### src/rtl/core/fpm_pkg.sv
// shared types, constants and codes of the frame psnr meter
package fpm_pkg;

   localparam int unsigned MAX_WIDTH_DEF  = 2048;
   localparam int unsigned MAX_HEIGHT_DEF = 2048;

   localparam int unsigned LUMA_W    = 8;
   localparam int unsigned DIM_CFG_W = 12;
   localparam int unsigned SEQ_CFG_W = 16;
   localparam int unsigned INDEX_W   = 16;
   localparam int unsigned SSE_OUT_W = 38;
   localparam int unsigned PSNR_W    = 15;

   localparam int unsigned CSR_ADDR_W = 4;
   localparam int unsigned CSR_DATA_W = 32;

   localparam int unsigned PSNR_FRAC_BITS = 8;
   localparam int unsigned LOG_FRAC       = 24;
   localparam int unsigned LOG_INT_W      = 6;
   localparam int unsigned LOG_W          = LOG_INT_W + LOG_FRAC;
   localparam int unsigned ROUND_SHIFT    = LOG_FRAC + 30 - PSNR_FRAC_BITS;

   localparam logic [31:0]       TEN_LOG10_2_Q30 = 32'd3232284966;
   localparam logic [16:0]       PEAK_SQ         = 17'd65025;
   localparam logic [PSNR_W-1:0] PSNR_SAT        = 15'h7fff;

   localparam int unsigned DIV_DIVIDEND_W = 33;
   localparam int unsigned DIV_N_W        = 17;

   typedef enum logic [1:0] {
      CSR_FRAME_WIDTH     = 2'd0,
      CSR_FRAME_HEIGHT    = 2'd1,
      CSR_SEQUENCE_FRAMES = 2'd2
   } csr_index_type;

   typedef struct packed {
      logic [DIM_CFG_W-1:0] frame_width;
      logic [DIM_CFG_W-1:0] frame_height;
      logic [SEQ_CFG_W-1:0] sequence_frames;
   } cfg_type;

   typedef enum logic [3:0] {
      OP_IDLE,
      OP_WH,
      OP_PEAK,
      OP_NORM,
      OP_MANT,
      OP_SQ,
      OP_UPD,
      OP_SAVE,
      OP_DIFF,
      OP_ROUND,
      OP_ACC,
      OP_DIV,
      OP_EMIT
   } dp_op_type;

   typedef struct packed {
      dp_op_type  op;
      logic       pixel;
      logic       second;
      logic [4:0] bit_idx;
   } dp_cmd_type;

   typedef struct packed {
      logic frame_last;
      logic sse_zero;
      logic msb_set;
      logic out_free;
   } dp_status_type;

endpackage

### src/rtl/core/fpm_if.sv
// valid/ready channel interfaces for pixel pairs and frame results
interface fpm_req_if;
   logic                        valid;
   logic                        ready;
   logic [fpm_pkg::LUMA_W-1:0]  ref_luma;
   logic [fpm_pkg::LUMA_W-1:0]  test_luma;

   modport source (output valid, output ref_luma, output test_luma, input ready);
   modport sink   (input valid, input ref_luma, input test_luma, output ready);
endinterface

interface fpm_rsp_if;
   logic                          valid;
   logic                          ready;
   logic [fpm_pkg::INDEX_W-1:0]   frame_index;
   logic [fpm_pkg::SSE_OUT_W-1:0] frame_sse;
   logic [fpm_pkg::PSNR_W-1:0]    frame_psnr_q8;
   logic                          identical_frame;
   logic [fpm_pkg::PSNR_W-1:0]    average_psnr_q8;
   logic                          sequence_done;

   modport source (output valid, output frame_index, output frame_sse,
                   output frame_psnr_q8, output identical_frame,
                   output average_psnr_q8, output sequence_done, input ready);
   modport sink   (input valid, input frame_index, input frame_sse,
                   input frame_psnr_q8, input identical_frame,
                   input average_psnr_q8, input sequence_done, output ready);
endinterface

### src/rtl/core/fpm_ctrl.sv
// sequencer for the end-of-frame log, psnr and average computation
module fpm_ctrl (
   input  logic                   clock,
   input  logic                   reset,
   input  logic                   req_valid,
   output logic                   req_ready,
   input  fpm_pkg::dp_status_type status,
   output fpm_pkg::dp_cmd_type    cmd
);

   typedef enum logic [3:0] {
      S_IDLE, S_WH, S_PEAK, S_NORM, S_MANT, S_SQ, S_UPD, S_SAVE,
      S_DIFF, S_ROUND, S_ACC, S_DIV, S_EMIT
   } state_type;

   localparam logic [5:0] SQ_LAST  = 6'(fpm_pkg::LOG_FRAC - 1);
   localparam logic [5:0] DIV_LAST = 6'(fpm_pkg::DIV_DIVIDEND_W - 1);

   state_type  state_ff, state_in;
   logic [5:0] cnt_ff, cnt_in;
   logic       second_ff, second_in;

   always_comb begin
      state_in    = state_ff;
      cnt_in      = cnt_ff;
      second_in   = second_ff;
      req_ready   = 1'b0;
      cmd.op      = fpm_pkg::OP_IDLE;
      cmd.pixel   = 1'b0;
      cmd.second  = second_ff;
      cmd.bit_idx = cnt_ff[4:0];
      case (state_ff)
         S_IDLE: begin
            req_ready = 1'b1;
            cmd.pixel = req_valid;
            if (req_valid && status.frame_last) begin
               state_in = S_WH;
            end
         end
         S_WH: begin
            cmd.op   = fpm_pkg::OP_WH;
            state_in = S_PEAK;
         end
         S_PEAK: begin
            cmd.op    = fpm_pkg::OP_PEAK;
            second_in = 1'b0;
            state_in  = status.sse_zero ? S_ROUND : S_NORM;
         end
         S_NORM: begin
            cmd.op = fpm_pkg::OP_NORM;
            if (status.msb_set) begin
               state_in = S_MANT;
            end
         end
         S_MANT: begin
            cmd.op   = fpm_pkg::OP_MANT;
            cnt_in   = SQ_LAST;
            state_in = S_SQ;
         end
         S_SQ: begin
            cmd.op   = fpm_pkg::OP_SQ;
            state_in = S_UPD;
         end
         S_UPD: begin
            cmd.op = fpm_pkg::OP_UPD;
            if (cnt_ff == 6'd0) begin
               state_in = S_SAVE;
            end else begin
               cnt_in   = cnt_ff - 6'd1;
               state_in = S_SQ;
            end
         end
         S_SAVE: begin
            cmd.op = fpm_pkg::OP_SAVE;
            if (!second_ff) begin
               second_in = 1'b1;
               state_in  = S_NORM;
            end else begin
               state_in = S_DIFF;
            end
         end
         S_DIFF: begin
            cmd.op   = fpm_pkg::OP_DIFF;
            state_in = S_ROUND;
         end
         S_ROUND: begin
            cmd.op   = fpm_pkg::OP_ROUND;
            state_in = S_ACC;
         end
         S_ACC: begin
            cmd.op   = fpm_pkg::OP_ACC;
            cnt_in   = DIV_LAST;
            state_in = S_DIV;
         end
         S_DIV: begin
            cmd.op = fpm_pkg::OP_DIV;
            if (cnt_ff == 6'd0) begin
               state_in = S_EMIT;
            end else begin
               cnt_in = cnt_ff - 6'd1;
            end
         end
         S_EMIT: begin
            if (status.out_free) begin
               cmd.op   = fpm_pkg::OP_EMIT;
               state_in = S_IDLE;
            end
         end
         default: begin
            state_in = S_IDLE;
         end
      endcase
   end

   always_ff @(posedge clock) begin
      if (reset) begin
         state_ff  <= S_IDLE;
         cnt_ff    <= 6'd0;
         second_ff <= 1'b0;
      end else begin
         state_ff  <= state_in;
         cnt_ff    <= cnt_in;
         second_ff <= second_in;
      end
   end

endmodule

### src/rtl/core/fpm_dp.sv
// datapath: pixel sse accumulation, shared log2 unit, divider and result register
module fpm_dp #(
   parameter int unsigned MAX_WIDTH  = fpm_pkg::MAX_WIDTH_DEF,
   parameter int unsigned MAX_HEIGHT = fpm_pkg::MAX_HEIGHT_DEF
) (
   input  logic                           clock,
   input  logic                           reset,
   input  fpm_pkg::cfg_type               cfg,
   input  fpm_pkg::dp_cmd_type            cmd,
   output fpm_pkg::dp_status_type         status,
   input  logic [fpm_pkg::LUMA_W-1:0]     ref_luma,
   input  logic [fpm_pkg::LUMA_W-1:0]     test_luma,
   input  logic                           rsp_ready,
   output logic                           rsp_valid,
   output logic [fpm_pkg::INDEX_W-1:0]    frame_index,
   output logic [fpm_pkg::SSE_OUT_W-1:0]  frame_sse,
   output logic [fpm_pkg::PSNR_W-1:0]     frame_psnr_q8,
   output logic                           identical_frame,
   output logic [fpm_pkg::PSNR_W-1:0]     average_psnr_q8,
   output logic                           sequence_done
);

   localparam int unsigned DW_W  = $clog2(MAX_WIDTH + 1);
   localparam int unsigned DH_W  = $clog2(MAX_HEIGHT + 1);
   localparam int unsigned COL_W = $clog2(MAX_WIDTH);
   localparam int unsigned ROW_W = $clog2(MAX_HEIGHT);
   localparam int unsigned WH_W  = DW_W + DH_W;
   localparam int unsigned SSE_W = 16 + COL_W + ROW_W;
   localparam int unsigned X_W   = (SSE_W > 32) ? SSE_W : 32;
   localparam int unsigned LZ_W  = $clog2(X_W);
   localparam int unsigned LW    = fpm_pkg::LOG_W;
   localparam int unsigned PW    = fpm_pkg::PSNR_W;
   localparam int unsigned QW    = fpm_pkg::DIV_DIVIDEND_W;
   localparam int unsigned NW    = fpm_pkg::DIV_N_W;
   localparam int unsigned LOG_INT_WL = fpm_pkg::LOG_INT_W;

   // geometry clamp
   logic [DW_W-1:0] w_dim;
   logic [DH_W-1:0] h_dim;

   always_comb begin
      if (cfg.frame_width == '0) begin
         w_dim = DW_W'(1);
      end else if (32'(cfg.frame_width) > MAX_WIDTH) begin
         w_dim = DW_W'(MAX_WIDTH);
      end else begin
         w_dim = DW_W'(cfg.frame_width);
      end
      if (cfg.frame_height == '0) begin
         h_dim = DH_W'(1);
      end else if (32'(cfg.frame_height) > MAX_HEIGHT) begin
         h_dim = DH_W'(MAX_HEIGHT);
      end else begin
         h_dim = DH_W'(cfg.frame_height);
      end
   end

   logic [COL_W-1:0]  col_ff, col_in;
   logic [ROW_W-1:0]  row_ff, row_in;
   logic [SSE_W-1:0]  acc_ff, acc_in;
   logic [SSE_W-1:0]  sse_ff, sse_in;
   logic [WH_W-1:0]   wh_ff, wh_in;
   logic [X_W-1:0]    x_ff, x_in;
   logic [LZ_W-1:0]   lz_ff, lz_in;
   logic [31:0]       m_ff, m_in;
   logic [63:0]       prod_ff, prod_in;
   logic [LW-1:0]     r_ff, r_in;
   logic [LW-1:0]     ln_ff, ln_in;
   logic [LW-1:0]     ld_ff, ld_in;
   logic [PW-1:0]     psnr_ff, psnr_in;
   logic [31:0]       total_ff, total_in;
   logic [NW-1:0]     n_ff, n_in;
   logic [QW-1:0]     quo_ff, quo_in;
   logic [NW-1:0]     rem_ff, rem_in;
   logic [fpm_pkg::INDEX_W-1:0]   fc_ff, fc_in;
   logic                          vld_ff, vld_in;
   logic [fpm_pkg::INDEX_W-1:0]   idx_ff, idx_in;
   logic [fpm_pkg::SSE_OUT_W-1:0] osse_ff, osse_in;
   logic [PW-1:0]                 opsnr_ff, opsnr_in;
   logic                          oident_ff, oident_in;
   logic [PW-1:0]                 oavg_ff, oavg_in;
   logic                          odone_ff, odone_in;

   // pixel path
   logic [DW_W-1:0]             col_inc;
   logic [DH_W-1:0]             row_inc;
   logic                        last_col;
   logic                        last_row;
   logic [fpm_pkg::LUMA_W-1:0]  abs_diff;
   logic [15:0]                 diff_sq;
   logic [SSE_W-1:0]            acc_sum;

   assign col_inc  = DW_W'(col_ff) + DW_W'(1);
   assign row_inc  = DH_W'(row_ff) + DH_W'(1);
   assign last_col = (col_inc >= w_dim);
   assign last_row = (row_inc >= h_dim);
   assign abs_diff = (ref_luma >= test_luma) ? (ref_luma - test_luma) : (test_luma - ref_luma);
   assign diff_sq  = 16'(abs_diff) * 16'(abs_diff);
   assign acc_sum  = acc_ff + SSE_W'(diff_sq);

   // end-of-frame arithmetic
   logic [LOG_INT_WL-1:0] exp_int;
   logic [LW-1:0]         dlog;
   logic [63:0]           rounded;
   logic [63:0]           q_val;
   logic [31:0]           sum32;
   logic [NW-1:0]         n_next;
   logic [NW:0]           trial;
   logic                  qbit;
   logic [63:0]           sse_wide;
   logic                  seq_end;

   assign exp_int  = LOG_INT_WL'(X_W - 1) - LOG_INT_WL'(lz_ff);
   assign dlog     = ln_ff - ld_ff;
   assign rounded  = prod_ff + (64'd1 << (fpm_pkg::ROUND_SHIFT - 1));
   assign q_val    = rounded >> fpm_pkg::ROUND_SHIFT;
   assign sum32    = total_ff + 32'(psnr_ff);
   assign n_next   = NW'(fc_ff) + NW'(1);
   assign trial    = {rem_ff, quo_ff[QW-1]};
   assign qbit     = (trial >= (NW+1)'(n_ff));
   assign sse_wide = 64'(sse_ff);
   assign seq_end  = (n_ff >= NW'(cfg.sequence_frames));

   assign status.frame_last = last_col && last_row;
   assign status.sse_zero   = (sse_ff == '0);
   assign status.msb_set    = x_ff[X_W-1];
   assign status.out_free   = !vld_ff || rsp_ready;

   always_comb begin
      col_in    = col_ff;
      row_in    = row_ff;
      acc_in    = acc_ff;
      sse_in    = sse_ff;
      wh_in     = wh_ff;
      x_in      = x_ff;
      lz_in     = lz_ff;
      m_in      = m_ff;
      prod_in   = prod_ff;
      r_in      = r_ff;
      ln_in     = ln_ff;
      ld_in     = ld_ff;
      psnr_in   = psnr_ff;
      total_in  = total_ff;
      n_in      = n_ff;
      quo_in    = quo_ff;
      rem_in    = rem_ff;
      fc_in     = fc_ff;
      vld_in    = vld_ff && !rsp_ready;
      idx_in    = idx_ff;
      osse_in   = osse_ff;
      opsnr_in  = opsnr_ff;
      oident_in = oident_ff;
      oavg_in   = oavg_ff;
      odone_in  = odone_ff;

      if (cmd.pixel) begin
         if (last_col) begin
            col_in = '0;
            if (last_row) begin
               row_in = '0;
               sse_in = acc_sum;
               acc_in = '0;
            end else begin
               row_in = ROW_W'(row_inc);
               acc_in = acc_sum;
            end
         end else begin
            col_in = COL_W'(col_inc);
            acc_in = acc_sum;
         end
      end

      case (cmd.op)
         fpm_pkg::OP_IDLE: begin
         end
         fpm_pkg::OP_WH: begin
            wh_in = WH_W'(w_dim) * WH_W'(h_dim);
         end
         fpm_pkg::OP_PEAK: begin
            x_in  = X_W'(wh_ff) * X_W'(fpm_pkg::PEAK_SQ);
            lz_in = '0;
         end
         fpm_pkg::OP_NORM: begin
            if (!x_ff[X_W-1]) begin
               x_in  = x_ff << 1;
               lz_in = lz_ff + LZ_W'(1);
            end
         end
         fpm_pkg::OP_MANT: begin
            m_in = x_ff[X_W-1 -: 32];
            r_in = {exp_int, {fpm_pkg::LOG_FRAC{1'b0}}};
         end
         fpm_pkg::OP_SQ: begin
            prod_in = 64'(m_ff) * 64'(m_ff);
         end
         fpm_pkg::OP_UPD: begin
            // square lands in [1,4): renormalize and emit one log bit
            if (prod_ff[63]) begin
               m_in             = prod_ff[63:32];
               r_in[cmd.bit_idx] = 1'b1;
            end else begin
               m_in = prod_ff[62:31];
            end
         end
         fpm_pkg::OP_SAVE: begin
            if (!cmd.second) begin
               ln_in = r_ff;
               x_in  = X_W'(sse_ff);
               lz_in = '0;
            end else begin
               ld_in = r_ff;
            end
         end
         fpm_pkg::OP_DIFF: begin
            prod_in = 64'((LW + 32)'(dlog) * (LW + 32)'(fpm_pkg::TEN_LOG10_2_Q30));
         end
         fpm_pkg::OP_ROUND: begin
            if (sse_ff == '0) begin
               psnr_in = fpm_pkg::PSNR_SAT;
            end else if (ld_ff >= ln_ff) begin
               psnr_in = '0;
            end else if (q_val > 64'(fpm_pkg::PSNR_SAT)) begin
               psnr_in = fpm_pkg::PSNR_SAT;
            end else begin
               psnr_in = q_val[PW-1:0];
            end
         end
         fpm_pkg::OP_ACC: begin
            total_in = sum32;
            n_in     = n_next;
            quo_in   = QW'(sum32) + QW'(n_next >> 1);
            rem_in   = '0;
         end
         fpm_pkg::OP_DIV: begin
            if (qbit) begin
               rem_in = NW'(trial - (NW+1)'(n_ff));
            end else begin
               rem_in = NW'(trial);
            end
            quo_in = {quo_ff[QW-2:0], qbit};
         end
         fpm_pkg::OP_EMIT: begin
            vld_in    = 1'b1;
            idx_in    = fc_ff;
            osse_in   = sse_wide[fpm_pkg::SSE_OUT_W-1:0];
            opsnr_in  = psnr_ff;
            oident_in = (sse_ff == '0);
            oavg_in   = (quo_ff > QW'(fpm_pkg::PSNR_SAT)) ? fpm_pkg::PSNR_SAT : quo_ff[PW-1:0];
            odone_in  = seq_end;
            if (seq_end) begin
               fc_in    = '0;
               total_in = '0;
            end else begin
               fc_in = n_ff[fpm_pkg::INDEX_W-1:0];
            end
         end
         default: begin
         end
      endcase
   end

   always_ff @(posedge clock) begin
      if (reset) begin
         col_ff   <= '0;
         row_ff   <= '0;
         acc_ff   <= '0;
         fc_ff    <= '0;
         total_ff <= '0;
         vld_ff   <= 1'b0;
      end else begin
         col_ff   <= col_in;
         row_ff   <= row_in;
         acc_ff   <= acc_in;
         fc_ff    <= fc_in;
         total_ff <= total_in;
         vld_ff   <= vld_in;
      end
   end

   always_ff @(posedge clock) begin
      sse_ff    <= sse_in;
      wh_ff     <= wh_in;
      x_ff      <= x_in;
      lz_ff     <= lz_in;
      m_ff      <= m_in;
      prod_ff   <= prod_in;
      r_ff      <= r_in;
      ln_ff     <= ln_in;
      ld_ff     <= ld_in;
      psnr_ff   <= psnr_in;
      n_ff      <= n_in;
      quo_ff    <= quo_in;
      rem_ff    <= rem_in;
      idx_ff    <= idx_in;
      osse_ff   <= osse_in;
      opsnr_ff  <= opsnr_in;
      oident_ff <= oident_in;
      oavg_ff   <= oavg_in;
      odone_ff  <= odone_in;
   end

   assign rsp_valid       = vld_ff;
   assign frame_index     = idx_ff;
   assign frame_sse       = osse_ff;
   assign frame_psnr_q8   = opsnr_ff;
   assign identical_frame = oident_ff;
   assign average_psnr_q8 = oavg_ff;
   assign sequence_done   = odone_ff;

endmodule

### src/rtl/core/frame_psnr_meter.sv
// top level of the luma psnr meter: csr block, controller and datapath
// pixel pairs: one beat per cycle; input held off from a frame's last beat until its result is out
// frame close: log2 of the peak sum and of the sse (skipped for a zero sse), psnr and average,
//   plus any wait for the output register
// shared log2 unit takes 24 squaring steps per operand (a square state, then an update state), the divider 33 steps
// synchronous active-high reset clears counters, sse and psnr totals, registers to 176/144/300
module frame_psnr_meter #(
   parameter int unsigned MAX_WIDTH  = fpm_pkg::MAX_WIDTH_DEF,
   parameter int unsigned MAX_HEIGHT = fpm_pkg::MAX_HEIGHT_DEF
) (
   input  logic                              clock,
   input  logic                              reset,
   fpm_req_if.sink                           req_if,
   fpm_rsp_if.source                         rsp_if,
   input  logic                              csr_psel,
   input  logic                              csr_penable,
   input  logic                              csr_pwrite,
   input  logic [fpm_pkg::CSR_ADDR_W-1:0]    csr_paddr,
   input  logic [fpm_pkg::CSR_DATA_W-1:0]    csr_pwdata,
   output logic [fpm_pkg::CSR_DATA_W-1:0]    csr_prdata,
   output logic                              csr_pready
);

   // config registers
   fpm_pkg::cfg_type       cfg_ff, cfg_in;
   fpm_pkg::csr_index_type csr_idx;
   logic                   csr_write;

   assign csr_pready = 1'b1;
   assign csr_write  = csr_psel && csr_penable && csr_pwrite;
   assign csr_idx    = fpm_pkg::csr_index_type'(csr_paddr[3:2]);

   always_comb begin
      cfg_in = cfg_ff;
      if (csr_write) begin
         case (csr_idx)
            fpm_pkg::CSR_FRAME_WIDTH: begin
               cfg_in.frame_width = csr_pwdata[fpm_pkg::DIM_CFG_W-1:0];
            end
            fpm_pkg::CSR_FRAME_HEIGHT: begin
               cfg_in.frame_height = csr_pwdata[fpm_pkg::DIM_CFG_W-1:0];
            end
            fpm_pkg::CSR_SEQUENCE_FRAMES: begin
               cfg_in.sequence_frames = csr_pwdata[fpm_pkg::SEQ_CFG_W-1:0];
            end
            default: begin
               // addresses past the register list are ignored
            end
         endcase
      end
   end

   always_comb begin
      case (csr_idx)
         fpm_pkg::CSR_FRAME_WIDTH:     csr_prdata = 32'(cfg_ff.frame_width);
         fpm_pkg::CSR_FRAME_HEIGHT:    csr_prdata = 32'(cfg_ff.frame_height);
         fpm_pkg::CSR_SEQUENCE_FRAMES: csr_prdata = 32'(cfg_ff.sequence_frames);
         default:                      csr_prdata = '0;
      endcase
   end

   always_ff @(posedge clock) begin
      if (reset) begin
         cfg_ff.frame_width     <= 12'd176;
         cfg_ff.frame_height    <= 12'd144;
         cfg_ff.sequence_frames <= 16'd300;
      end else begin
         cfg_ff <= cfg_in;
      end
   end

   // controller and datapath
   fpm_pkg::dp_cmd_type    cmd;
   fpm_pkg::dp_status_type status;

   fpm_ctrl u_ctrl (
      .clock     (clock),
      .reset     (reset),
      .req_valid (req_if.valid),
      .req_ready (req_if.ready),
      .status    (status),
      .cmd       (cmd)
   );

   fpm_dp #(
      .MAX_WIDTH  (MAX_WIDTH),
      .MAX_HEIGHT (MAX_HEIGHT)
   ) u_dp (
      .clock           (clock),
      .reset           (reset),
      .cfg             (cfg_ff),
      .cmd             (cmd),
      .status          (status),
      .ref_luma        (req_if.ref_luma),
      .test_luma       (req_if.test_luma),
      .rsp_ready       (rsp_if.ready),
      .rsp_valid       (rsp_if.valid),
      .frame_index     (rsp_if.frame_index),
      .frame_sse       (rsp_if.frame_sse),
      .frame_psnr_q8   (rsp_if.frame_psnr_q8),
      .identical_frame (rsp_if.identical_frame),
      .average_psnr_q8 (rsp_if.average_psnr_q8),
      .sequence_done   (rsp_if.sequence_done)
   );

   // the last beat of a frame stops the pixel stream for the close-out
   a_stall_after_frame: assert property (@(posedge clock) disable iff (reset)
      (req_if.valid && req_if.ready && status.frame_last) |=> !req_if.ready)
      else $error("pixel beat accepted right after frame end");

   // zero sse always reports the saturated psnr
   a_ident_sat: assert property (@(posedge clock) disable iff (reset)
      (rsp_if.valid && rsp_if.identical_frame) |-> (rsp_if.frame_psnr_q8 == fpm_pkg::PSNR_SAT))
      else $error("identical frame without saturated psnr");

   // the frame counter wraps through sequence end before reaching all ones
   a_index_range: assert property (@(posedge clock) disable iff (reset)
      rsp_if.valid |-> (rsp_if.frame_index != 16'hffff))
      else $error("frame index out of range");

endmodule
### src/flat_wrapper.sv
// flat-port wrapper written by rule: the top's interface ports become plain ports
module frame_psnr_meter_flat 
#(
   parameter int unsigned MAX_WIDTH  = fpm_pkg::MAX_WIDTH_DEF,
   parameter int unsigned MAX_HEIGHT = fpm_pkg::MAX_HEIGHT_DEF
)
  (clock, reset, csr_psel, csr_penable, csr_pwrite, csr_paddr, csr_pwdata, csr_prdata, csr_pready, req_if_valid, req_if_ref_luma, req_if_test_luma, req_if_ready, rsp_if_valid, rsp_if_frame_index, rsp_if_frame_sse, rsp_if_frame_psnr_q8, rsp_if_identical_frame, rsp_if_average_psnr_q8, rsp_if_sequence_done, rsp_if_ready);
  fpm_req_if req_if_i ();
  fpm_rsp_if rsp_if_i ();
  input  logic clock;
  input  logic reset;
  input  logic csr_psel;
  input  logic csr_penable;
  input  logic csr_pwrite;
  input  logic [fpm_pkg::CSR_ADDR_W-1:0] csr_paddr;
  input  logic [fpm_pkg::CSR_DATA_W-1:0] csr_pwdata;
  output logic [fpm_pkg::CSR_DATA_W-1:0] csr_prdata;
  output logic csr_pready;
  input wire logic [$bits(req_if_i.valid)-1:0] req_if_valid;
  input wire logic [$bits(req_if_i.ref_luma)-1:0] req_if_ref_luma;
  input wire logic [$bits(req_if_i.test_luma)-1:0] req_if_test_luma;
  output wire logic [$bits(req_if_i.ready)-1:0] req_if_ready;
  output wire logic [$bits(rsp_if_i.valid)-1:0] rsp_if_valid;
  output wire logic [$bits(rsp_if_i.frame_index)-1:0] rsp_if_frame_index;
  output wire logic [$bits(rsp_if_i.frame_sse)-1:0] rsp_if_frame_sse;
  output wire logic [$bits(rsp_if_i.frame_psnr_q8)-1:0] rsp_if_frame_psnr_q8;
  output wire logic [$bits(rsp_if_i.identical_frame)-1:0] rsp_if_identical_frame;
  output wire logic [$bits(rsp_if_i.average_psnr_q8)-1:0] rsp_if_average_psnr_q8;
  output wire logic [$bits(rsp_if_i.sequence_done)-1:0] rsp_if_sequence_done;
  input wire logic [$bits(rsp_if_i.ready)-1:0] rsp_if_ready;
  assign req_if_i.valid = req_if_valid;
  assign req_if_i.ref_luma = req_if_ref_luma;
  assign req_if_i.test_luma = req_if_test_luma;
  assign req_if_ready = req_if_i.ready;
  assign rsp_if_valid = rsp_if_i.valid;
  assign rsp_if_frame_index = rsp_if_i.frame_index;
  assign rsp_if_frame_sse = rsp_if_i.frame_sse;
  assign rsp_if_frame_psnr_q8 = rsp_if_i.frame_psnr_q8;
  assign rsp_if_identical_frame = rsp_if_i.identical_frame;
  assign rsp_if_average_psnr_q8 = rsp_if_i.average_psnr_q8;
  assign rsp_if_sequence_done = rsp_if_i.sequence_done;
  assign rsp_if_i.ready = rsp_if_ready;
  frame_psnr_meter #(.MAX_WIDTH(MAX_WIDTH), .MAX_HEIGHT(MAX_HEIGHT)) u_core (.clock(clock), .reset(reset), .req_if(req_if_i), .rsp_if(rsp_if_i), .csr_psel(csr_psel), .csr_penable(csr_penable), .csr_pwrite(csr_pwrite), .csr_paddr(csr_paddr), .csr_pwdata(csr_pwdata), .csr_prdata(csr_prdata), .csr_pready(csr_pready));
endmodule
### config.mk
export PLATFORM = sky130hd
export DESIGN_NAME = frame_psnr_meter_flat
export DESIGN_NICKNAME = d
export VERILOG_FILES = /design/src/rtl/core/fpm_pkg.sv /design/src/rtl/core/fpm_if.sv /design/src/rtl/core/fpm_ctrl.sv /design/src/rtl/core/fpm_dp.sv /design/src/rtl/core/frame_psnr_meter.sv /design/src/flat_wrapper.sv
export SDC_FILE = /design/constraint.sdc
export NUM_CORES = 2
export LEC_CHECK = 0
export BUFFER_PORTS_ARGS = -buffer_cell sky130_fd_sc_hd__buf_2
export CELL_PAD_IN_SITES_DETAIL_PLACEMENT = 2
export CELL_PAD_IN_SITES_GLOBAL_PLACEMENT = 2
export CORE_MARGIN = 2
export CORE_UTILIZATION = 39
export CTS_CLUSTER_DIAMETER = 40
export DETAILED_ROUTE_END_ITERATION = 10
export GPL_ROUTABILITY_DRIVEN = 0
export MAX_ROUTING_LAYER = met4
export PLACE_DENSITY_LB_ADDON = 0.1
export SYNTH_ARGS = -nofsm -noshare
export SYNTH_HDL_FRONTEND = slang
export SYNTH_SLANG_ARGS = --single-unit
### constraint.sdc
create_clock -name clock -period 10.6 [get_ports clock]
set_input_delay 3.18 -clock clock [delete_from_list [all_inputs] [get_ports clock]]
set_output_delay 3.18 -clock clock [all_outputs]
set_load 0.05 [all_outputs]
==> metrics.yaml <==
outcome:
  status: "finished, final reports clean"
hold_path:
  holdPathStages: 2
  hold_path_end: "u_core.u_dp.acc_ff[2]"
  hold_path.class: "flip-flop to flip-flop"
  worst_hold_startpoint: "u_core.u_dp.acc_ff[2]"
clocking:
  clk_pin_slew_ns: 0.06
  cts_buffers: 108
  cts.sinks: 589
  clock_path_buffers: 3
  cts_root_buf: "clkbuf_16"
  cts_tree: "yes"
  htreeDepth: 3
  clk_latency_ns: 0.75
timing:
  setup_viol: 0
  fin_crit_sh: 0.958
  worst_pin_slew_ns: 1.26
  fmax_mhz: 98.5
  finalCriticalPeriod_ns: 10.16
  clock_skew_ns: 0.0637
  tns_ns: 0
  finalHoldViolations: 0
  slew_headroom: 0.163
  maxSlewViolCount: 0
grt:
  grt_max_degree: 99
  overflow: 0
  first_global_vias: 71200
  grt_usage: 0.270
  antenna_found_initial: 9
  grt_pass1_wl_um: 426000
synth:
  synth_common_cells: "inv_1, fa_1, ha_1, nand2_1, nor2_1"
  ys_seq_area_frac: 0.197
  synth_cell_types: 97
  synth_top_family_by_area: "adder cells"
  syn_inst: 8442
  synth_area_leaders: "fa_1, edfxtp_1, ha_1"
  synth_edf_count: 429
  synth_compound_area_frac: 0.0866
  yosys.area_share.simple: 0.111
  yosys.area.top_type: "fa_1"
  syn_area_mm2: 0.0817
  synth_fa_ha_area_frac: 0.463
  ys_seq_elements: 589
  synthMuxAreaShare: 0.00941
  synth-main-ff-cell: "edfxtp_1"
  synth_top_area_frac: 0.308
  synth_xor_area_frac: 0.0317
  yosysWarnings: 0
  synth.avg_cell_area_um2: 9.67
  synth.most_common_cell: "inv_1"
  async_flop_share: 0
detailed_routing:
  ant_nets: 0
  drcViolationCount: 0
  wire_per_inst_um: 23.7
  viasPerCell: 5.21
  wl_um: 274000
  dr.pass1.iters: 5
  vias: 60300
  drt-initial-drc-count: 2435
finish:
  final_core_util: 0.436
  area_growth_pct: 11.0
  nNetsFinal: 11000
  drive_above_1_share: 0.0785
  final_design_area_no_fill_mm2: 0.0906
  layout.cells.non_filler: 11600
flow_run:
  cap_viol_max_count: 0
power_and_ir_drop:
  leakage_nw: 44.7
  peakVddDrop_uv: 314
  power.density_mw_per_mm2: 94.9
placed_design:
  dp.cells: 11400
  io_buffers: 144
  dpl-instance-area_mm2: 0.0867
  hpwl_um: 227000
floorplanning:
  die-width_um: 462
  rows: 167
  start_util: 0.393
  boundaryPins: 180
  core_area_mm2: 0.208
  die-area_mm2: 0.213
  die_height_um: 462
setup_path:
  crit_path_frequent_cell: "fa_1"
  arrival_ns: 10.60
  required_ns: 11.04
  timing.rr.end: "u_core.u_dp.prod_ff[59]"
  rrSetupSlack_ns: 0.44
  rr_worst_depth: 44
  crit_path_top_delay_cell: "fa_1"
  crit_fanout: 4
  r2r_start: "u_core.u_dp.ln_ff[0]"
  cp-end-kind: "flip-flop"
  crit_type: "flip-flop to flip-flop"
  cp-start-kind: "flip-flop"
  cp_slowest_stage_delay_ns: 0.60
-- worst max-delay path by stage --
stage / start / to / slack, ns / depth (start not counted)
after floorplan: req_if_ref_luma[0] / u_core.u_dp.acc_ff[28] / 0.27 / 33
after global placement: req_if_ref_luma[0] / u_core.u_dp.acc_ff[25] / -0.08 / 34
after detailed placement: req_if_ref_luma[0] / u_core.u_dp.acc_ff[25] / -0.24 / 34
after CTS: u_core.u_dp.ln_ff[0] / u_core.u_dp.prod_ff[59] / 0.06 / 43
after global routing: u_core.u_dp.ln_ff[0] / u_core.u_dp.prod_ff[59] / -0.05 / 44
final: u_core.u_dp.ln_ff[0] / u_core.u_dp.prod_ff[59] / 0.44 / 44
-- logic make-up after synthesis --
logic type	after synthesis
and+or+nand+nor	1919
buffers and inverters	2172
AOI/OAI and AO/OA	1119
xor gates and xnor gates	295
adders and majority gates	2270
other	2
DFF	589
muxes	76
-- timing repair --
action                     CTS  global route
setup buffers                0             0
resized for setup            0            12
hold buffers                 0             0
setup endpoints to repair    0            21
-- where the power goes --
| group | total [mW] | switching, mW | internal, mW |
|---|---|---|---|
| Sequential | 2.59 | 0.0173 | 2.57 |
| Combinational | 2.34 | 1.32 | 1.02 |
| Clock | 3.67 | 1.46 | 2.21 |
| Total | 8.60 | 2.80 | 5.80 |
-- cell usage in the layout, fill, tap and decap left out, drive strengths merged, types with 27 or more instances in the layout --
| cell type | count |
|---|---|
| a211oi | 35 |
| a21o | 116 |
| a21oi | 383 |
| a22oi | 27 |
| a31oi | 36 |
| and2 | 208 |
| and3 | 71 |
| buf | 377 |
| clkbuf | 116 |
| clkinv | 37 |
| dfxtp | 160 |
| edfxtp | 429 |
| fa | 1257 |
| ha | 1013 |
| inv | 1936 |
| mux2i | 70 |
| nand2 | 663 |
| nand2b | 61 |
| nand3 | 136 |
| nand4 | 49 |
| nor2 | 456 |
| nor2b | 68 |
| nor3 | 73 |
| nor4 | 30 |
| o21a | 38 |
| o21ai | 258 |
| o21bai | 39 |
| or2 | 28 |
| xnor2 | 186 |
| xor2 | 109 |
-- state kept, by name (all words and copies together), names as in the netlist, 17 cells and up --
signal                 flops
u_core.u_dp.sse_ff        38
u_core.u_dp.acc_ff        38
u_core.u_dp.quo_ff        33
u_core.u_dp.wh_ff         24
u_core.u_dp.ld_ff         30
u_core.u_dp.r_ff          30
u_core.u_dp.prod_ff       33
u_core.u_dp.rem_ff        17
u_core.u_dp.m_ff          32
u_core.u_dp.x_ff          38
u_core.u_dp.frame_sse     38
u_core.u_dp.n_ff          17
u_core.cfg_ff             40
u_core.u_dp.total_ff      32
u_core.u_dp.ln_ff         30
-- critical path, delay by kind of cell, from the launching register on --
family,cells,cell delay (ns)
compound gates,15,2.67
fa+ha+maj,11,4.50
buf+inv,11,1.20
flops,1,0.36
mux,2,0.35
simple gates,5,0.83
-- final cells by class --
cell class / count / area (um2)
fillers: 22300 / 117000
flip-flops and latches: 589 / 16100
clock inverters: 90 / 1050
diodes: 8 / 20.0
repair buffers: 377 / 2480
multi-input cells: 5696 / 57600
well taps: 2788 / 3490
inverters: 1904 / 7150
clock buffers: 116 / 2810
-- stage by stage --
stage                     power, mW  hold slack (ns)  worst slack (ns)
after floorplan                4.15            0.432             0.272
after global placement         4.83            0.443           -0.0753
after detailed placement       4.94            0.454            -0.238
after CTS                      8.70            0.463            0.0582
after global routing           9.13            0.487           -0.0511
final                          8.60            0.458             0.443
-- per-layer routing --
metal	vias up	track usage	routed length [um]
met1	31700	0.311	112000
li1	27400	-	-
met2	816	0.496	147000
met5	-	-	0
met4	0	0.0829	9360
met3	408	0.0220	6500
No activity file was read; power rests on OpenSTA's default activity.
